$ cat config.mk
export PLATFORM = sky130hd
export DESIGN_NAME = ihs_jobq
export DESIGN_NICKNAME = d
export VERILOG_FILES = /design/src/sv/ihs_pkg.sv /design/src/sv/ihs_jobq.sv
export SDC_FILE = /design/constraint.sdc
export NUM_CORES = 1
export LEC_CHECK = 0
export ABC_AREA = 1
export BUFFER_PORTS_ARGS = -buffer_cell sky130_fd_sc_hd__buf_2
export CORE_UTILIZATION = 32
export DETAILED_ROUTE_END_ITERATION = 16
export SYNTH_ARGS = -nofsm -noshare
export SYNTH_HDL_FRONTEND = slang
export SYNTH_SLANG_ARGS = --single-unit
$ cat constraint.sdc
create_clock -name clk -period 1.5 [get_ports clk]
set_input_delay 0.225 -clock clk [delete_from_list [all_inputs] [get_ports clk]]
set_output_delay 0.225 -clock clk [all_outputs]
set_load 0.03 [all_outputs]
$ cat src/sv/ihs_pkg.sv
// Shared types and constants for the index heap sort core.
package ihs_pkg;

  localparam int MAX_RECORDS_DEF = 64;
  localparam int KEY_W           = 32;
  localparam int IDX_OUT_W       = 6;
  localparam int JOB_CNT_W       = IDX_OUT_W + 1;
  localparam int CFG_DATA_W      = 32;
  localparam int CFG_ADDR_W      = 3;

  // Word index of the sort direction register.
  localparam logic REG_SORT_DESC = 1'b0;

  typedef struct packed {
    logic signed [KEY_W-1:0] record_key;
    logic                    last_record;
  } in_item_t;

  typedef struct packed {
    logic [IDX_OUT_W-1:0]    sorted_index;
    logic signed [KEY_W-1:0] sorted_key;
    logic                    overflowed;
    logic                    last_result;
  } out_item_t;

  // One loaded set, handed from the loader to the sort engine.
  typedef struct packed {
    logic                 bank;
    logic [JOB_CNT_W-1:0] count;
    logic                 ovf;
  } job_t;

endpackage

$ cat src/sv/ihs_jobq.sv
// Two-entry queue of loaded sets between the loader and the sort engine.
module ihs_jobq
  import ihs_pkg::*;
  (
  input  logic clk,
  input  logic rst_n,
  input  logic push,
  input  job_t push_job,
  output logic full,
  input  logic pop,
  output logic valid,
  output job_t head
);

  job_t       ent_r [2];
  logic       wp_r, wp_nxt, rp_r, rp_nxt;
  logic [1:0] cnt_r, cnt_nxt;
  logic       do_push, do_pop;

  assign full    = cnt_r == 2'd2;
  assign valid   = cnt_r != 2'd0;
  assign head    = ent_r[rp_r];
  assign do_push = push & ~full;
  assign do_pop  = pop & valid;

  always_comb begin
    wp_nxt  = do_push ? ~wp_r : wp_r;
    rp_nxt  = do_pop ? ~rp_r : rp_r;
    cnt_nxt = cnt_r + {1'b0, do_push} - {1'b0, do_pop};
  end

  always_ff @(posedge clk) begin
    if (!rst_n) begin
      wp_r  <= 1'b0;
      rp_r  <= 1'b0;
      cnt_r <= 2'd0;
    end else begin
      wp_r  <= wp_nxt;
      rp_r  <= rp_nxt;
      cnt_r <= cnt_nxt;
    end
  end

  always_ff @(posedge clk) begin
    if (do_push) begin
      ent_r[wp_r] <= push_job;
    end
  end

endmodule

==> summary.md <==
| Metric | Value |
|---|---|
| DR iter-0 viols | `9` |
| Count of final hold-check violations | `0` |
| Total power | `2.04 mW` |
| TritonCTS clock tree | `done` |
| Design area | `0.00120 sq mm` |
| Clock Pin Slew Worst Setup and Hold Paths | `0.12 ns` |
| Register bit total from synthesis | `23` |
| Post-CTS setup buffer count | `0` |
| DIE WIDTH | `56.0 microns` |
| Total CTS buffers | `3` |
| Outcome | `finished, final reports clean` |
| Height of the die | `56.0 microns` |
| Post-DP HPWL | `986 microns` |
| Fin Clk Skew | `0.00873 ns` |
| Most frequent cells in the layout | `edfxtp_1, buf_2, mux2_4, buf_6, inv_1` |
| Register area share after synthesis | `0.686` |
| Worst VDD drop | `0.850 mV` |
| Hold-fix buffers at CTS | `0` |
| DRC Markers | `0` |
| Highest clock rate | `679 MHz` |
| Util after Layout | `0.434` |
| Synth warn | `0` |
| Max-slew violations | `0` |
| Clock Path Buffers | `2` |
| Clock period minus worst slack | `1.47 ns` |
| Max Cap Viol | `0` |
| Port Buffer Count | `23` |
| Vias per cell | `4.42` |
| Worst Path Max Fanout | `9` |
| Vias in the first global route | `522` |
| Final net count | `109` |
| Drt wl/cell | `10.8 microns` |
| Starting Density | `0.338` |
| Unique cell type count in the Yosys netlist | `11` |
| Fillers | `259` |
| Vias | `548` |
| Worst path cell trace | `buf_12, mux2_4, buf_6` |
| H-Tree Depth | `1` |
| RSZ-0062 raised after global routing | `yes` |
| Syn_nets | `80` |
| Min-delay worst type | `input pin to flop` |
| Gate count after technology mapping | `65` |
| Synth Cell Area | `933 sq um` |
| Placed cell area | `0.00110 sq mm` |
| Antenna diodes | `0` |
| Buf/Inv on CP | `2` |
| Core ar. | `0.00276 sq mm` |
| Critical path type | `flop to output pin` |
| Largest net degree at the start of global routing | `14` |
| Slowest stage cell, crit path | `dfxtp_2` |
| Setup TNS | `0 ns` |
| Cell Rows | `19` |
| Endpoint class of the critical path | `output pin` |
| Final Cycle Share | `0.982` |
| I/O pin cnt | `24` |
| Global-route wire length before repair | `2230 microns` |
| All-Layer GR Usage | `0.0950` |
| Slew at the pin closest to its max-slew limit | `0.369 ns` |
| Worst EP required | `1.27 ns` |
| Clk root buf | `clkbuf_4` |
| Clock sinks | `23` |
| Die area | `0.00314 sq mm` |
| Crit path launch type | `flop` |
| CTS resizes | `20` |
| Worst skew pair latency | `0.30 ns` |
| Antenna Nets Post-Route | `0` |
| Crit path largest cell delay | `0.36 ns` |
| Final setup vio count | `0` |
| Area Overhead vs Synth | `28.2%` |
| Worst endpoint data arrival time | `1.25 ns` |
| Most common cell after layout, fill and taps aside | `edfxtp_1` |
| Leakage power | `0.527 nW` |
| PD cells | `1700 mW/mm^2` |
| GPL Wtd Cong | `0.632` |
| Slew margin rel. | `0.754` |
| Dpl ws | `-0.0108 ns` |
| DRT Pass-1 Iters | `3` |
| Fin worst setup slack | `0.0275 ns` |
| Initial antenna violation count | `0` |
| Syn avg cell area | `14.4 sq um` |
| Top delay family on crit path | `flip-flops` |
| Final wirelength | `1340 microns` |
| Layout cell share with drive strength beyond 1 | `0.473` |
| GRT overflow | `0` |
-- power by group --
part	switching, mW	leakage [nW]	total [mW]	internal, mW
clock	0.170	0.0177	0.269	0.0992
combinational	0.493	0.299	0.894	0.400
sequential	0.0515	0.210	0.875	0.823
total	0.715	0.527	2.04	1.32
-- through the flow --
step	std cells	hold slack [ns]
6_report	124	0.102
5_1_grt	124	0.0815
4_1_cts	124	0.0902
3_5_place_dp	120	0.418
3_3_place_gp	120	0.415
2_1_floorplan	65	0.318
-- path summary, 6_finish.rpt --
path	from	end	slack, ns	depth (start not counted)
hold / removal	push_job[3]	ent_r[1][3]	0.10	1
hold reg to reg	rp_r	flop	0.52	2
setup / recovery	flop	head[0]	0.03	3
setup reg to reg	cnt_r[1]	cnt_r[1]	0.07	9
-- cell usage after synthesis, drive strengths merged --
library cell	instances	area (sq um)
edfxtp	18	541
mux2	9	135
nand2	9	33.8
inv	8	30.0
nor2	8	32.5
dfxtp	5	100
nand3	3	15.0
a21oi	2	10.0
ha	2	25.0
buf	1	11.3
-- sequential cells by signal, indices dropped and copies added (netlist names), named ones only --
signal and cells:
cnt_r 2, rp_r 1, ent_r 18, wp_r 1
-- cell type report --
cell class	instances	area, sq um	area share
multi-input combinational	33	256	0.214
timing repair buffer	25	199	0.166
tap	31	38.8	0.0324
inverter	8	30.0	0.0251
clock buffer	3	22.5	0.0188
clock inverter	1	5.00	0.00418
sequential	23	644	0.539
-- routing by layer --
metal  GRT usage  up-vias  part of all wire
li1            -      279                 -
met1       0.109      251              0.41
met2       0.165       16              0.53
met3      0.0256        2             0.051
met4      0.0418        0            0.0082
met5           0        -                 0
-- kinds of logic (layout without fill, tap and decap cells) --
group                    Yosys count  in the layout  synth area share
adder cells (fa/ha/maj)            2              2            0.0268
buffers and inverters              9             37            0.0442
AND/OR/NAND/NOR                   20             20            0.0871
multiplexers                       9              9             0.145
AO/OA/AOI/OAI                      2              2            0.0107
flip-flops                        23             23             0.686
(Power assumes the default switching activity.)
