--- src/sv/ihs_pkg.sv ---
// Shared types and constants for the index heap sort core.
package ihs_pkg;

  localparam int MAX_RECORDS_DEF = 64;
  localparam int KEY_W           = 32;
  localparam int IDX_OUT_W       = 6;
  localparam int JOB_CNT_W       = IDX_OUT_W + 1;
  localparam int CFG_DATA_W      = 32;
  localparam int CFG_ADDR_W      = 3;

  // Word index of the sort direction register.
  localparam logic REG_SORT_DESC = 1'b0;

  typedef struct packed {
    logic signed [KEY_W-1:0] record_key;
    logic                    last_record;
  } in_item_t;

  typedef struct packed {
    logic [IDX_OUT_W-1:0]    sorted_index;
    logic signed [KEY_W-1:0] sorted_key;
    logic                    overflowed;
    logic                    last_result;
  } out_item_t;

  // One loaded set, handed from the loader to the sort engine.
  typedef struct packed {
    logic                 bank;
    logic [JOB_CNT_W-1:0] count;
    logic                 ovf;
  } job_t;

endpackage

--- src/sv/ihs_front.sv ---
// Loader: accepts key items, writes them to the key store and closes sets.
module ihs_front
  import ihs_pkg::*;
  #(parameter int MAX_RECORDS = MAX_RECORDS_DEF)
  (
  input  logic                        clk,
  input  logic                        rst_n,
  input  in_item_t                    in_item,
  input  logic                        push,
  output logic                        full,
  output logic                        kw_en,
  output logic [$clog2(MAX_RECORDS):0] kw_addr,
  output logic [KEY_W-1:0]            kw_data,
  output logic                        job_push,
  output job_t                        job,
  input  logic                        job_full
);

  localparam int IDXW = $clog2(MAX_RECORDS);
  localparam int CNTW = $clog2(MAX_RECORDS + 1);

  logic [CNTW-1:0] cnt_r, cnt_nxt;
  logic            ovf_r, ovf_nxt;
  logic            bank_r, bank_nxt;
  logic            acc, room;
  logic [CNTW-1:0] n_new;

  assign full = job_full;
  assign acc  = push & ~job_full;
  assign room = cnt_r < CNTW'(MAX_RECORDS);

  assign kw_en   = acc & room;
  assign kw_addr = {bank_r, cnt_r[IDXW-1:0]};
  assign kw_data = in_item.record_key;

  assign n_new     = room ? cnt_r + CNTW'(1) : cnt_r;
  assign job_push  = acc & in_item.last_record;
  assign job.bank  = bank_r;
  assign job.count = JOB_CNT_W'(n_new);
  assign job.ovf   = ovf_r | ~room;

  always_comb begin
    cnt_nxt  = cnt_r;
    ovf_nxt  = ovf_r;
    bank_nxt = bank_r;
    if (acc) begin
      if (in_item.last_record) begin
        cnt_nxt  = '0;
        ovf_nxt  = 1'b0;
        bank_nxt = ~bank_r;
      end else if (room) begin
        cnt_nxt = n_new;
      end else begin
        ovf_nxt = 1'b1;
      end
    end
  end

  always_ff @(posedge clk) begin
    if (!rst_n) begin
      cnt_r  <= '0;
      ovf_r  <= 1'b0;
      bank_r <= 1'b0;
    end else begin
      cnt_r  <= cnt_nxt;
      ovf_r  <= ovf_nxt;
      bank_r <= bank_nxt;
    end
  end

endmodule

--- config.mk ---
export PLATFORM = sky130hd
export DESIGN_NAME = ihs_front
export DESIGN_NICKNAME = d
export VERILOG_FILES = /design/src/sv/ihs_pkg.sv /design/src/sv/ihs_front.sv
export SDC_FILE = /design/constraint.sdc
export NUM_CORES = 1
export LEC_CHECK = 0
export ABC_AREA = 1
export BUFFER_PORTS_ARGS = -buffer_cell sky130_fd_sc_hd__buf_2
export CAP_MARGIN = 25
export CORE_MARGIN = 3
export CORE_UTILIZATION = 38
export CTS_BUF_LIST = sky130_fd_sc_hd__clkbuf_16
export DETAILED_ROUTE_END_ITERATION = 8
export PLACE_DENSITY_LB_ADDON = 0.1
export RECOVER_POWER = 100
export SLEW_MARGIN = 20
export SYNTH_ARGS = -nofsm -noshare
export SYNTH_HDL_FRONTEND = slang
export SYNTH_SLANG_ARGS = --single-unit
--- constraint.sdc ---
create_clock -name clk -period 3.7 [get_ports clk]
set_input_delay 0.74 -clock clk [delete_from_list [all_inputs] [get_ports clk]]
set_output_delay 0.74 -clock clk [all_outputs]
set_load 0.01 [all_outputs]
==> results.sh, run 1 <==
export IMPL_cp_required_ps=2960
export IMPL_r2r_start="cnt_r[6]"
export IMPL_fin_skew_ps=1.01
export IMPL_endpoint_kind="output port"
export IMPL_ys_ff_latch=9
export IMPL_drc=0
export IMPL_crit_buf_inv=2
export IMPL_cts_buffer_depth=2
export IMPL_reg2reg_depth=4
export IMPL_dp_hpwl_um=1170
export IMPL_synth_seq_area_share_pct=20.5
export IMPL_nets=147
export IMPL_p_int_mw=0.247
export IMPL_ios=88
export IMPL_critPathArrivalTime_ps=1680
export IMPL_synth_cell_type_count=25
export IMPL_hold_class="reg -> reg"
export IMPL_drt_first_pass_iters=4
export IMPL_fin_setup_tns_ps=0
export IMPL_antenna_found_initial=0
export IMPL_cts_buffers=3
export IMPL_hold_violations=0
export IMPL_fmax_mhz=412
export IMPL_grt_max_degree=9
export IMPL_drive_above_1_share_pct=16.7
export IMPL_crit_chain="clkinvlp_2 > nand2_1 > o21bai_1 > and2_0 > buf_2"
export IMPL_place_inst=131
export IMPL_rsz0062_at_grt="false"
export IMPL_cp_top_family="flip-flops"
export IMPL_min_path_cells=2
export IMPL_clkTransAtPathRegs_ps=40
export IMPL_diodes=0
export IMPL_layout_worst_path_cycle_share_pct=65.5
export IMPL_p_clk_share_pct=61.2
export IMPL_ant_nets=0
export IMPL_worstMarginPinSlew_ps=806
export IMPL_fin_crit_ps=2420
export IMPL_grt_overflow_total=0
export IMPL_postCtsHoldBufs=0
export IMPL_worst_hold_startpoint="ovf_r"
export IMPL_switching_share_pct=21.2
export IMPL_placedInstanceArea_um2=707
export IMPL_clk_latency_ps=230
export IMPL_synth_cells=123
export IMPL_die_x_um=54.0
export IMPL_switching_power_mw=0.0664
export IMPL_gp_congestion=0.732
export IMPL_cts_root_buf="clkbuf_16"
export IMPL_r2r_end="cnt_r[3]"
export IMPL_post_cts_resized=0
export IMPL_regArea_um2=180
export IMPL_ir_drop_v=0.000189
export IMPL_drt_iter0_drc=9
export IMPL_synth_nets=161
export IMPL_clkSinkCount=9
export IMPL_cp_depth=5
export IMPL_status="completed"
export IMPL_avgSynthCellArea_um2=7.13
export IMPL_cap_violations=0
export IMPL_setup_viol=0
export IMPL_start_util_pct=42.5
export IMPL_preCtsSetupSlack_ps=1550
export IMPL_final_cells=135
export IMPL_multi_input_area_um2=300
export IMPL_finalWirelength_um=1560
export IMPL_critical_path_slowest_cell="dfxtp_1"
export IMPL_die_h_um=54.0
export IMPL_cp_start_kind="flop"
export IMPL_p_leak_nw=0.366
export IMPL_fin_area_um2=746
export IMPL_coreArea_mm2=0.00206
export IMPL_synthToLayoutAreaGrowth_pct=-15.0
export IMPL_grt_total_usage_pct=11.7
export IMPL_p_comb_share_pct=6.8
export IMPL_worstPathMaxFanout=8
export IMPL_numPortBuffers=23
export IMPL_hold_end="ovf_r"
export IMPL_n_fill_cell=239
export IMPL_maxSlewViolCount=0
export IMPL_synth_area_um2=877
export IMPL_pwr_share_seq_pct=32.0
export IMPL_slew_headroom_pct=45.7
export IMPL_setup_slack_ps=1280
export IMPL_fin_util_pct=36.2
export IMPL_grt_pass1_wl_um=2440
export IMPL_postCtsSetupBuffers=0
export IMPL_h_tree_depth=1
export IMPL_grt_pass1_vias=577
export IMPL_layout_common_cells="nand2_1, clkbuf_1, inv_1"
export IMPL_r2r_setup_slack_ps=1750
export IMPL_mostFrequentLayoutCell="nand2_1"
export IMPL_vias_per_cell=4.47
export IMPL_max_stage_delay_ps=520
export IMPL_worstSetupPathType="reg -> out"
export IMPL_vias=603
export IMPL_wire_per_inst_um=11.5
export IMPL_yosysWarnings=0
export IMPL_power_density_mw_per_mm2=420
export IMPL_cts_tree="done"
export IMPL_rows=16
export IMPL_die_area_mm2=0.00292
## metal layers
metal / wire length [um] / share of wire [%] / GRT usage, % / vias to the layer above
met4: 20 / 1.3 / 7.47 / 0
li1: - / - / - / 306
met5: 0 / 0 / 0 / -
met2: 695 / 45 / 19.2 / 24
met3: 148 / 9.5 / 1.94 / 8
met1: 692 / 45 / 14.0 / 265
## worst reg2reg max path, delay by kind of cell, from the launching register on
family                 cells  cell delay [ps]
buffers and inverters      1              340
AOI/OAI and AO/OA          2              880
and+or+nand+nor            1              150
DFF                        1              520
## worst max path at each step
stage,from,endpoint,slack [ps]
after floorplan,job_full,job_push,1790
after global placement,job_full,job_push,1580
after detailed placement,job_full,job_push,1550
after CTS,cnt_r[0],job[5],1530
after global routing,cnt_r[6],job[5],1090
final,cnt_r[6],job[5],1280
## per-stage QoR
step,power (mW),hold slack [ps]
final,0.314,453
after global routing,0.325,474
after CTS,0.318,458
after detailed placement,0.126,451
after global placement,0.126,449
after floorplan,0.154,428
## state kept, by name, indices dropped and copies added, names as in the netlist
name and flops:
ovf_r 1, bank_r 1, cnt_r 7
## Yosys cell counts
library cell / count / area share [%]
xnor2_2: 1 / 1.9
xor2_1: 1 / 1.0
ha_1: 1 / 1.4
nand4_1: 1 / 0.71
dfxtp_1: 9 / 21
inv_2: 1 / 0.43
nor2_1: 8 / 3.4
buf_4: 41 / 35
nand2_1: 21 / 9.0
a31oi_1: 1 / 0.71
o21bai_1: 1 / 0.86
a21oi_1: 5 / 2.9
o21ai_1: 1 / 0.57
o21ai_4: 1 / 1.9
buf_6: 1 / 1.3
nor3_1: 1 / 0.57
nand3_1: 4 / 2.3
o21ai_0: 1 / 0.57
nor3_4: 1 / 1.9
inv_1: 13 / 5.6
a21oi_2: 1 / 1.0
and2_1: 1 / 0.71
inv_6: 1 / 1.0
nor2_4: 1 / 1.3
nand2_2: 5 / 3.6
## power by group through the flow
stage / combinational [mW] / clock, mW / sequential [mW]
floorplan: 0.0525 / 0 / 0.102
finish: 0.0212 / 0.192 / 0.100
global route: 0.0240 / 0.201 / 0.101
global placement: 0.0242 / 0 / 0.102
detailed placement: 0.0240 / 0 / 0.102
CTS: 0.0241 / 0.194 / 0.100
## cells by family after synthesis
group           share of synthesized area [%]
compound gates                           8.42
flops                                    20.5
xor+xnor                                 2.85
fa+ha+maj                                1.43
buf+inv                                  43.4
simple gates                             23.4
## layout make-up
| class | instances | area share, % |
|---|---|---|
| clock buffer | 3 | 10.1 |
| clock inverter | 1 | 0.503 |
| inverter | 15 | 7.72 |
| multi-input combinational | 57 | 40.3 |
| sequential | 9 | 24.2 |
| tap | 27 | 4.53 |
| timing repair buffer | 23 | 12.8 |
Power figures use the tool's default switching activity.
==> run 2: changes to the inputs <==
--- a/config.mk
+++ b/config.mk
@@ -5,11 +5,11 @@
 export SDC_FILE = /design/constraint.sdc
 export NUM_CORES = 1
 export LEC_CHECK = 0
-export ABC_AREA = 1
+export ABC_AREA = 0
 export BUFFER_PORTS_ARGS = -buffer_cell sky130_fd_sc_hd__buf_2
 export CAP_MARGIN = 25
 export CORE_MARGIN = 3
-export CORE_UTILIZATION = 38
+export CORE_UTILIZATION = 34
 export CTS_BUF_LIST = sky130_fd_sc_hd__clkbuf_16
 export DETAILED_ROUTE_END_ITERATION = 8
 export PLACE_DENSITY_LB_ADDON = 0.1
==> constraint.sdc (replaced) <==
create_clock -name clk -period 2.4 [get_ports clk]
set_input_delay 0.48 -clock clk [delete_from_list [all_inputs] [get_ports clk]]
set_output_delay 0.48 -clock clk [all_outputs]
set_load 0.01 [all_outputs]
==> run 2 against run 1 <==
Against the previous run: register-to-register slack worse by 860 ps; die area up 4.9%; synthesized cell count is 20% lower; global-route usage fell by 2.0 points; first-iteration DRC count shrank 56%; combinational power up 45%; sequential cell count unchanged; clock power up 54%; via count shrank 11%; synthesized area is 5.6% lower; cell area shrank 6.7%; critical path type unchanged.
==> results.sh, run 2 <==
export IMPL_status="completed"
export IMPL_h_tree_depth=1
export IMPL_hold_class="reg -> reg"
export IMPL_mostFrequentLayoutCell="clkbuf_1"
export IMPL_clkSinkCount=9
export IMPL_yosysWarnings=0
export IMPL_finalWirelength_um=1490
export IMPL_wire_per_inst_um=13.4
export IMPL_diodes=0
export IMPL_rows=17
export IMPL_postCtsHoldBufs=0
export IMPL_synth_most_common_cell="buf_4"
export IMPL_layout_common_cells="clkbuf_1, dfxtp_1, xnor2_1"
export IMPL_crit_chain="nand4b_1 > nor2_1 > xor2_1 > clkbuf_1"
export IMPL_postCtsSetupBuffers=0
export IMPL_grt_total_usage_pct=9.72
export IMPL_cts_buffer_depth=2
export IMPL_r2r_end="cnt_r[5]"
export IMPL_setup_viol=0
export IMPL_hold_end="ovf_r"
export IMPL_max_stage_delay_ps=400
export IMPL_slew_headroom_pct=72.9
export IMPL_top_regs="cnt_r x7, bank_r x1, ovf_r x1"
export IMPL_ir_drop_v=0.000243
export IMPL_clkTransAtPathRegs_ps=40
export IMPL_largest_reg_flops=7
export IMPL_ys_ff_latch=9
export IMPL_synth_cell_type_count=32
export IMPL_avgSynthCellArea_um2=8.37
export IMPL_async_reset_ff_share_pct=0
export IMPL_grt_max_degree=11
export IMPL_worstMarginPinSlew_ps=404
export IMPL_top_register="cnt_r"
export IMPL_drt_first_pass_iters=4
export IMPL_synth_seq_area_share_pct=21.8
export IMPL_fin_setup_tns_ps=0
export IMPL_endpoint_kind="output port"
export IMPL_cts_buffers=3
export IMPL_cts_root_buf="clkbuf_16"
export IMPL_reg2reg_depth=3
export IMPL_synthFlopType="dfxtp_1"
export IMPL_power_density_mw_per_mm2=692
export IMPL_r2r_start="cnt_r[6]"
export IMPL_synth_cells=99
export IMPL_gp_congestion=0.674
export IMPL_cap_violations=0
export IMPL_numPortBuffers=23
export IMPL_n_fill_cell=261
export IMPL_vias_per_cell=4.81
export IMPL_worstSetupPathType="reg -> out"
export IMPL_layout_worst_path_cycle_share_pct=82.7
export IMPL_netlist_area_leader_share_pct=37.2
export IMPL_min_path_cells=2
export IMPL_place_inst=107
export IMPL_synthTopCellsByCount="buf_4, dfxtp_1, xnor2_1"
export IMPL_fmax_mhz=504
export IMPL_nets=122
export IMPL_critical_path_slowest_cell="dfxtp_1"
export IMPL_post_cts_resized=0
export IMPL_die_x_um=55.4
export IMPL_maxSlewViolCount=0
export IMPL_synth_area_um2=828
export IMPL_grt_overflow_total=0
export IMPL_synth_top_cell_by_area="buf_4"
export IMPL_cp_required_ps=1920
export IMPL_cp_start_kind="flop"
export IMPL_worstPathMaxFanout=9
export IMPL_critPathArrivalTime_ps=1500
export IMPL_grt_pass1_wl_um=2370
export IMPL_start_util_pct=36.7
export IMPL_synthToLayoutAreaGrowth_pct=-16.0
export IMPL_fin_skew_ps=4.61
export IMPL_dp_hpwl_um=1160
export IMPL_drt_iter0_drc=4
export IMPL_coreArea_mm2=0.00225
export IMPL_die_area_mm2=0.00306
export IMPL_drive_above_1_share_pct=12.0
export IMPL_antenna_found_initial=0
export IMPL_clk_latency_ps=240
export IMPL_final_cells=111
export IMPL_ios=88
export IMPL_synth_edff_count=0
export IMPL_worst_hold_startpoint="ovf_r"
export IMPL_drc=0
export IMPL_fin_crit_ps=1980
export IMPL_grt_pass1_vias=546
export IMPL_vias=534
export IMPL_cts_tree="done"
export IMPL_crit_buf_inv=1
export IMPL_die_h_um=55.4
export IMPL_yosys_top_cells_area="buf_4, dfxtp_1, xnor2_1"
export IMPL_synth_nets=137
export IMPL_ant_nets=0
export IMPL_p_leak_nw=0.264
export IMPL_hold_violations=0
export IMPL_r2r_setup_slack_ps=890
export IMPL_cp_top_family="simple AND/OR/NAND/NOR gates"
export IMPL_rsz0062_at_grt="false"
-- run 2: changes by cell type after synthesis, moves of 2 or more --
cell / delta
nand2_1: -17
inv_1: -12
nand2_2: -5
nor2_1: -5
xnor2_1: +5
nor2b_1: +4
a21boi_1: +3
a21oi_1: -3
nand3_1: -3
nand2b_1: +2
or3_1: +2
-- run 2: cell families after synthesis --
family	count (synthesis)	share of synthesized area, %
AOI/OAI and AO/OA	13	10.7
muxes	2	2.57
adders and majority gates	1	1.51
xor gates and xnor gates	6	6.34
DFF	9	21.8
and+or+nand+nor	23	17.2
buffers and inverters	45	39.9
-- run 2: worst max path at each step --
| stage | start | endpoint | slack (ps) | cells after the start |
|---|---|---|---|---|
| after global placement | cnt_r[0] | job[5] | 690 | 4 |
| after floorplan | cnt_r[0] | job[5] | 850 | 3 |
| after global routing | cnt_r[6] | job[6] | 300 | 4 |
| after CTS | cnt_r[0] | job[5] | 440 | 4 |
| after detailed placement | job_full | job_push | 640 | 5 |
| final | cnt_r[6] | job[6] | 420 | 4 |
-- run 2: area by class of cell --
| class | instances | area, um^2 | share of cell area [%] |
|---|---|---|---|
| Clock buffer | 3 | 75.1 | 10.8 |
| Inverter | 2 | 7.51 | 1.08 |
| Multi-Input combinational cell | 45 | 303 | 43.5 |
| Tap cell | 28 | 35.0 | 5.04 |
| Timing Repair Buffer | 23 | 91.3 | 13.1 |
| Clock inverter | 1 | 3.75 | 0.540 |
| Sequential cell | 9 | 180 | 25.9 |
-- run 2: power by group --
part | switching (mW) | internal (mW)
clock | 0.0777 | 0.218
sequential | 0.00242 | 0.152
combinational | 0.0184 | 0.0123
total | 0.0985 | 0.383
-- run 2: worst reg2reg max path: cells and delay by family (launching register included) --
kind / cells / cell delay [ps]
AO/OA/AOI/OAI: 1 / 150
flip-flops: 1 / 400
AND/OR/NAND/NOR: 2 / 890
-- run 2: per-layer routing --
layer / vias up / global-route usage (%) / part of all wire, %
li1: 253 / - / -
met1: 232 / 9.51 / 40
met2: 29 / 13.9 / 43
met3: 20 / 5.14 / 12
met4: 0 / 10.4 / 5.2
met5: - / 0 / 0
-- run 2: stage by stage --
step                      hold slack (ps)  utilization, %  instance area [um^2]  power, mW  worst slack (ps)
after CTS                             466            32.6                   734      0.487               438
after global placement                466            29.1                   656      0.191               686
after global routing                  524            30.9                   696      0.494               305
final                                 457            30.9                   696      0.481               416
after detailed placement              455            29.1                   656      0.191               644
after floorplan                       429               -                   828      0.236               851
==> run 3: changes to the inputs <==
==> constraint.sdc (replaced) <==
create_clock -name clk -period 2 [get_ports clk]
set_input_delay 0.4 -clock clk [delete_from_list [all_inputs] [get_ports clk]]
set_output_delay 0.4 -clock clk [all_outputs]
set_load 0.01 [all_outputs]
==> run 3 against run 2 <==
Against the previous run: cell count unchanged; utilization grew 0.72 points; highest routed layer unchanged; critical path depth stayed put; via count rose by 1.5%.
==> results.sh, run 3 (synthesis gave the netlist of run 2 again) <==
export IMPL_critPathArrivalTime_ps=1460
export IMPL_rsz0062_at_grt="false"
export IMPL_fmax_mhz=538
export IMPL_placedInstanceArea_um2=656
export IMPL_fin_setup_tns_ps=0
export IMPL_grt_overflow_total=0
export IMPL_drive_above_1_share_pct=13.3
export IMPL_cts_buffers=3
export IMPL_start_util_pct=36.7
export IMPL_vias_per_cell=4.88
export IMPL_ant_nets=0
export IMPL_cts_tree="done"
export IMPL_setup_viol=0
export IMPL_worstSetupPathType="reg -> out"
export IMPL_grt_total_usage_pct=10.7
export IMPL_n_fill_cell=265
export IMPL_postCtsHoldBufs=0
export IMPL_diodes=0
export IMPL_postCtsSetupBuffers=0
export IMPL_numPortBuffers=23
export IMPL_mostFrequentLayoutCell="clkbuf_1"
export IMPL_layout_common_cells="clkbuf_1, dfxtp_1, xnor2_1"
export IMPL_largest_reg_flops=7
export IMPL_power_density_mw_per_mm2=805
export IMPL_die_area_mm2=0.00306
export IMPL_cp_start_kind="flop"
export IMPL_layout_worst_path_cycle_share_pct=93.0
export IMPL_fin_crit_ps=1860
export IMPL_post_cts_resized=0
export IMPL_h_tree_depth=1
export IMPL_coreArea_mm2=0.00225
export IMPL_rows=17
export IMPL_maxSlewViolCount=0
export IMPL_drt_iter0_drc=13
export IMPL_cp_required_ps=1600
export IMPL_grt_max_degree=11
export IMPL_grt_pass1_vias=555
export IMPL_cts_root_buf="clkbuf_16"
export IMPL_status="completed"
export IMPL_clkSinkCount=9
export IMPL_top_regs="cnt_r x7, bank_r x1, ovf_r x1"
export IMPL_clkTransAtPathRegs_ps=40
export IMPL_fin_util_pct=31.6
export IMPL_nets=122
export IMPL_die_x_um=55.4
export IMPL_drc=0
export IMPL_worstMarginPinSlew_ps=356
export IMPL_top_register="cnt_r"
export IMPL_synthToLayoutAreaGrowth_pct=-14.0
export IMPL_hold_class="reg -> reg"
export IMPL_ir_drop_v=0.000324
export IMPL_antenna_found_initial=0
export IMPL_cts_buffer_depth=2
export IMPL_ios=88
export IMPL_grt_pass1_wl_um=2550
export IMPL_endpoint_kind="output port"
export IMPL_finalWirelength_um=1520
export IMPL_dp_hpwl_um=1180
export IMPL_fin_area_um2=712
export IMPL_vias=542
export IMPL_drt_first_pass_iters=4
export IMPL_cap_violations=0
export IMPL_worstPathMaxFanout=5
export IMPL_p_leak_nw=0.302
export IMPL_gp_congestion=0.673
export IMPL_fin_skew_ps=2.52
export IMPL_p_total_mw=0.573
export IMPL_wire_per_inst_um=13.7
export IMPL_clk_latency_ps=230
export IMPL_slew_headroom_pct=76.1
export IMPL_die_h_um=55.4
export IMPL_hold_violations=0
run 3: cell types whose count changed in the layout (fill, tap and decap cells not counted):
cell | before | now
clkbuf_1 | 19 | 18
nand4b_4 | 0 | 1
inv_2 | 1 | 0
a21boi_0 | 3 | 2
clkbuf_2 | 0 | 1
nand4b_1 | 1 | 0
inv_1 | 2 | 3
a21boi_1 | 0 | 1
run 3: worst paths after layout:
check / slack (ps) / startpoint / end / cells past startpoint
worst max-delay path: 140 / cnt_r[0] / job[5] / 4
worst min-delay path: 470 / ovf_r / ovf_r / 2
worst max register to register: 600 / cnt_r[2] / cnt_r[5] / 3
worst min register to register: 470 / ovf_r / ovf_r / 2
run 3: layout make-up:
| cell class | count | area [um^2] | area share (%) |
|---|---|---|---|
| sequential | 9 | 180 | 25.3 |
| multi-input combinational | 45 | 318 | 44.6 |
| tap | 28 | 35.0 | 4.92 |
| timing repair buffer | 23 | 92.6 | 13.0 |
| inverter | 2 | 7.51 | 1.05 |
| clock buffer | 3 | 75.1 | 10.5 |
| clock inverter | 1 | 3.75 | 0.527 |
run 3: per-stage QoR:
step / std cells / setup slack (ps) / hold WS [ps]
2_1_floorplan: 99 / 531 / 429
3_3_place_gp: 107 / 360 / 473
3_5_place_dp: 107 / 381 / 453
4_1_cts: 111 / 129 / 467
5_1_grt: 111 / 30.5 / 509
6_report: 111 / 140 / 466
run 3: worst max-delay path, stage by stage, from the launching register on:
cell and delay, ps:
dfxtp_1 450, ha_1 270, nand4_1 130, xnor2_1 210, clkbuf_2 170
run 3: layer usage:
layer | up-vias | share of wire [%] | global-route usage [%]
li1 | 255 | - | -
met1 | 232 | 37 | 10.1
met2 | 33 | 45 | 15.5
met3 | 22 | 13 | 6.31
met4 | 0 | 5.6 | 10.4
met5 | - | 0 | 0
run 3: power breakdown:
part / total, mW / leakage, nW / internal (mW) / switching (mW)
clock: 0.350 / 0.0423 / 0.261 / 0.0887
sequential: 0.186 / 0.0727 / 0.183 / 0.00323
combinational: 0.0369 / 0.187 / 0.0150 / 0.0219
total: 0.573 / 0.302 / 0.459 / 0.114
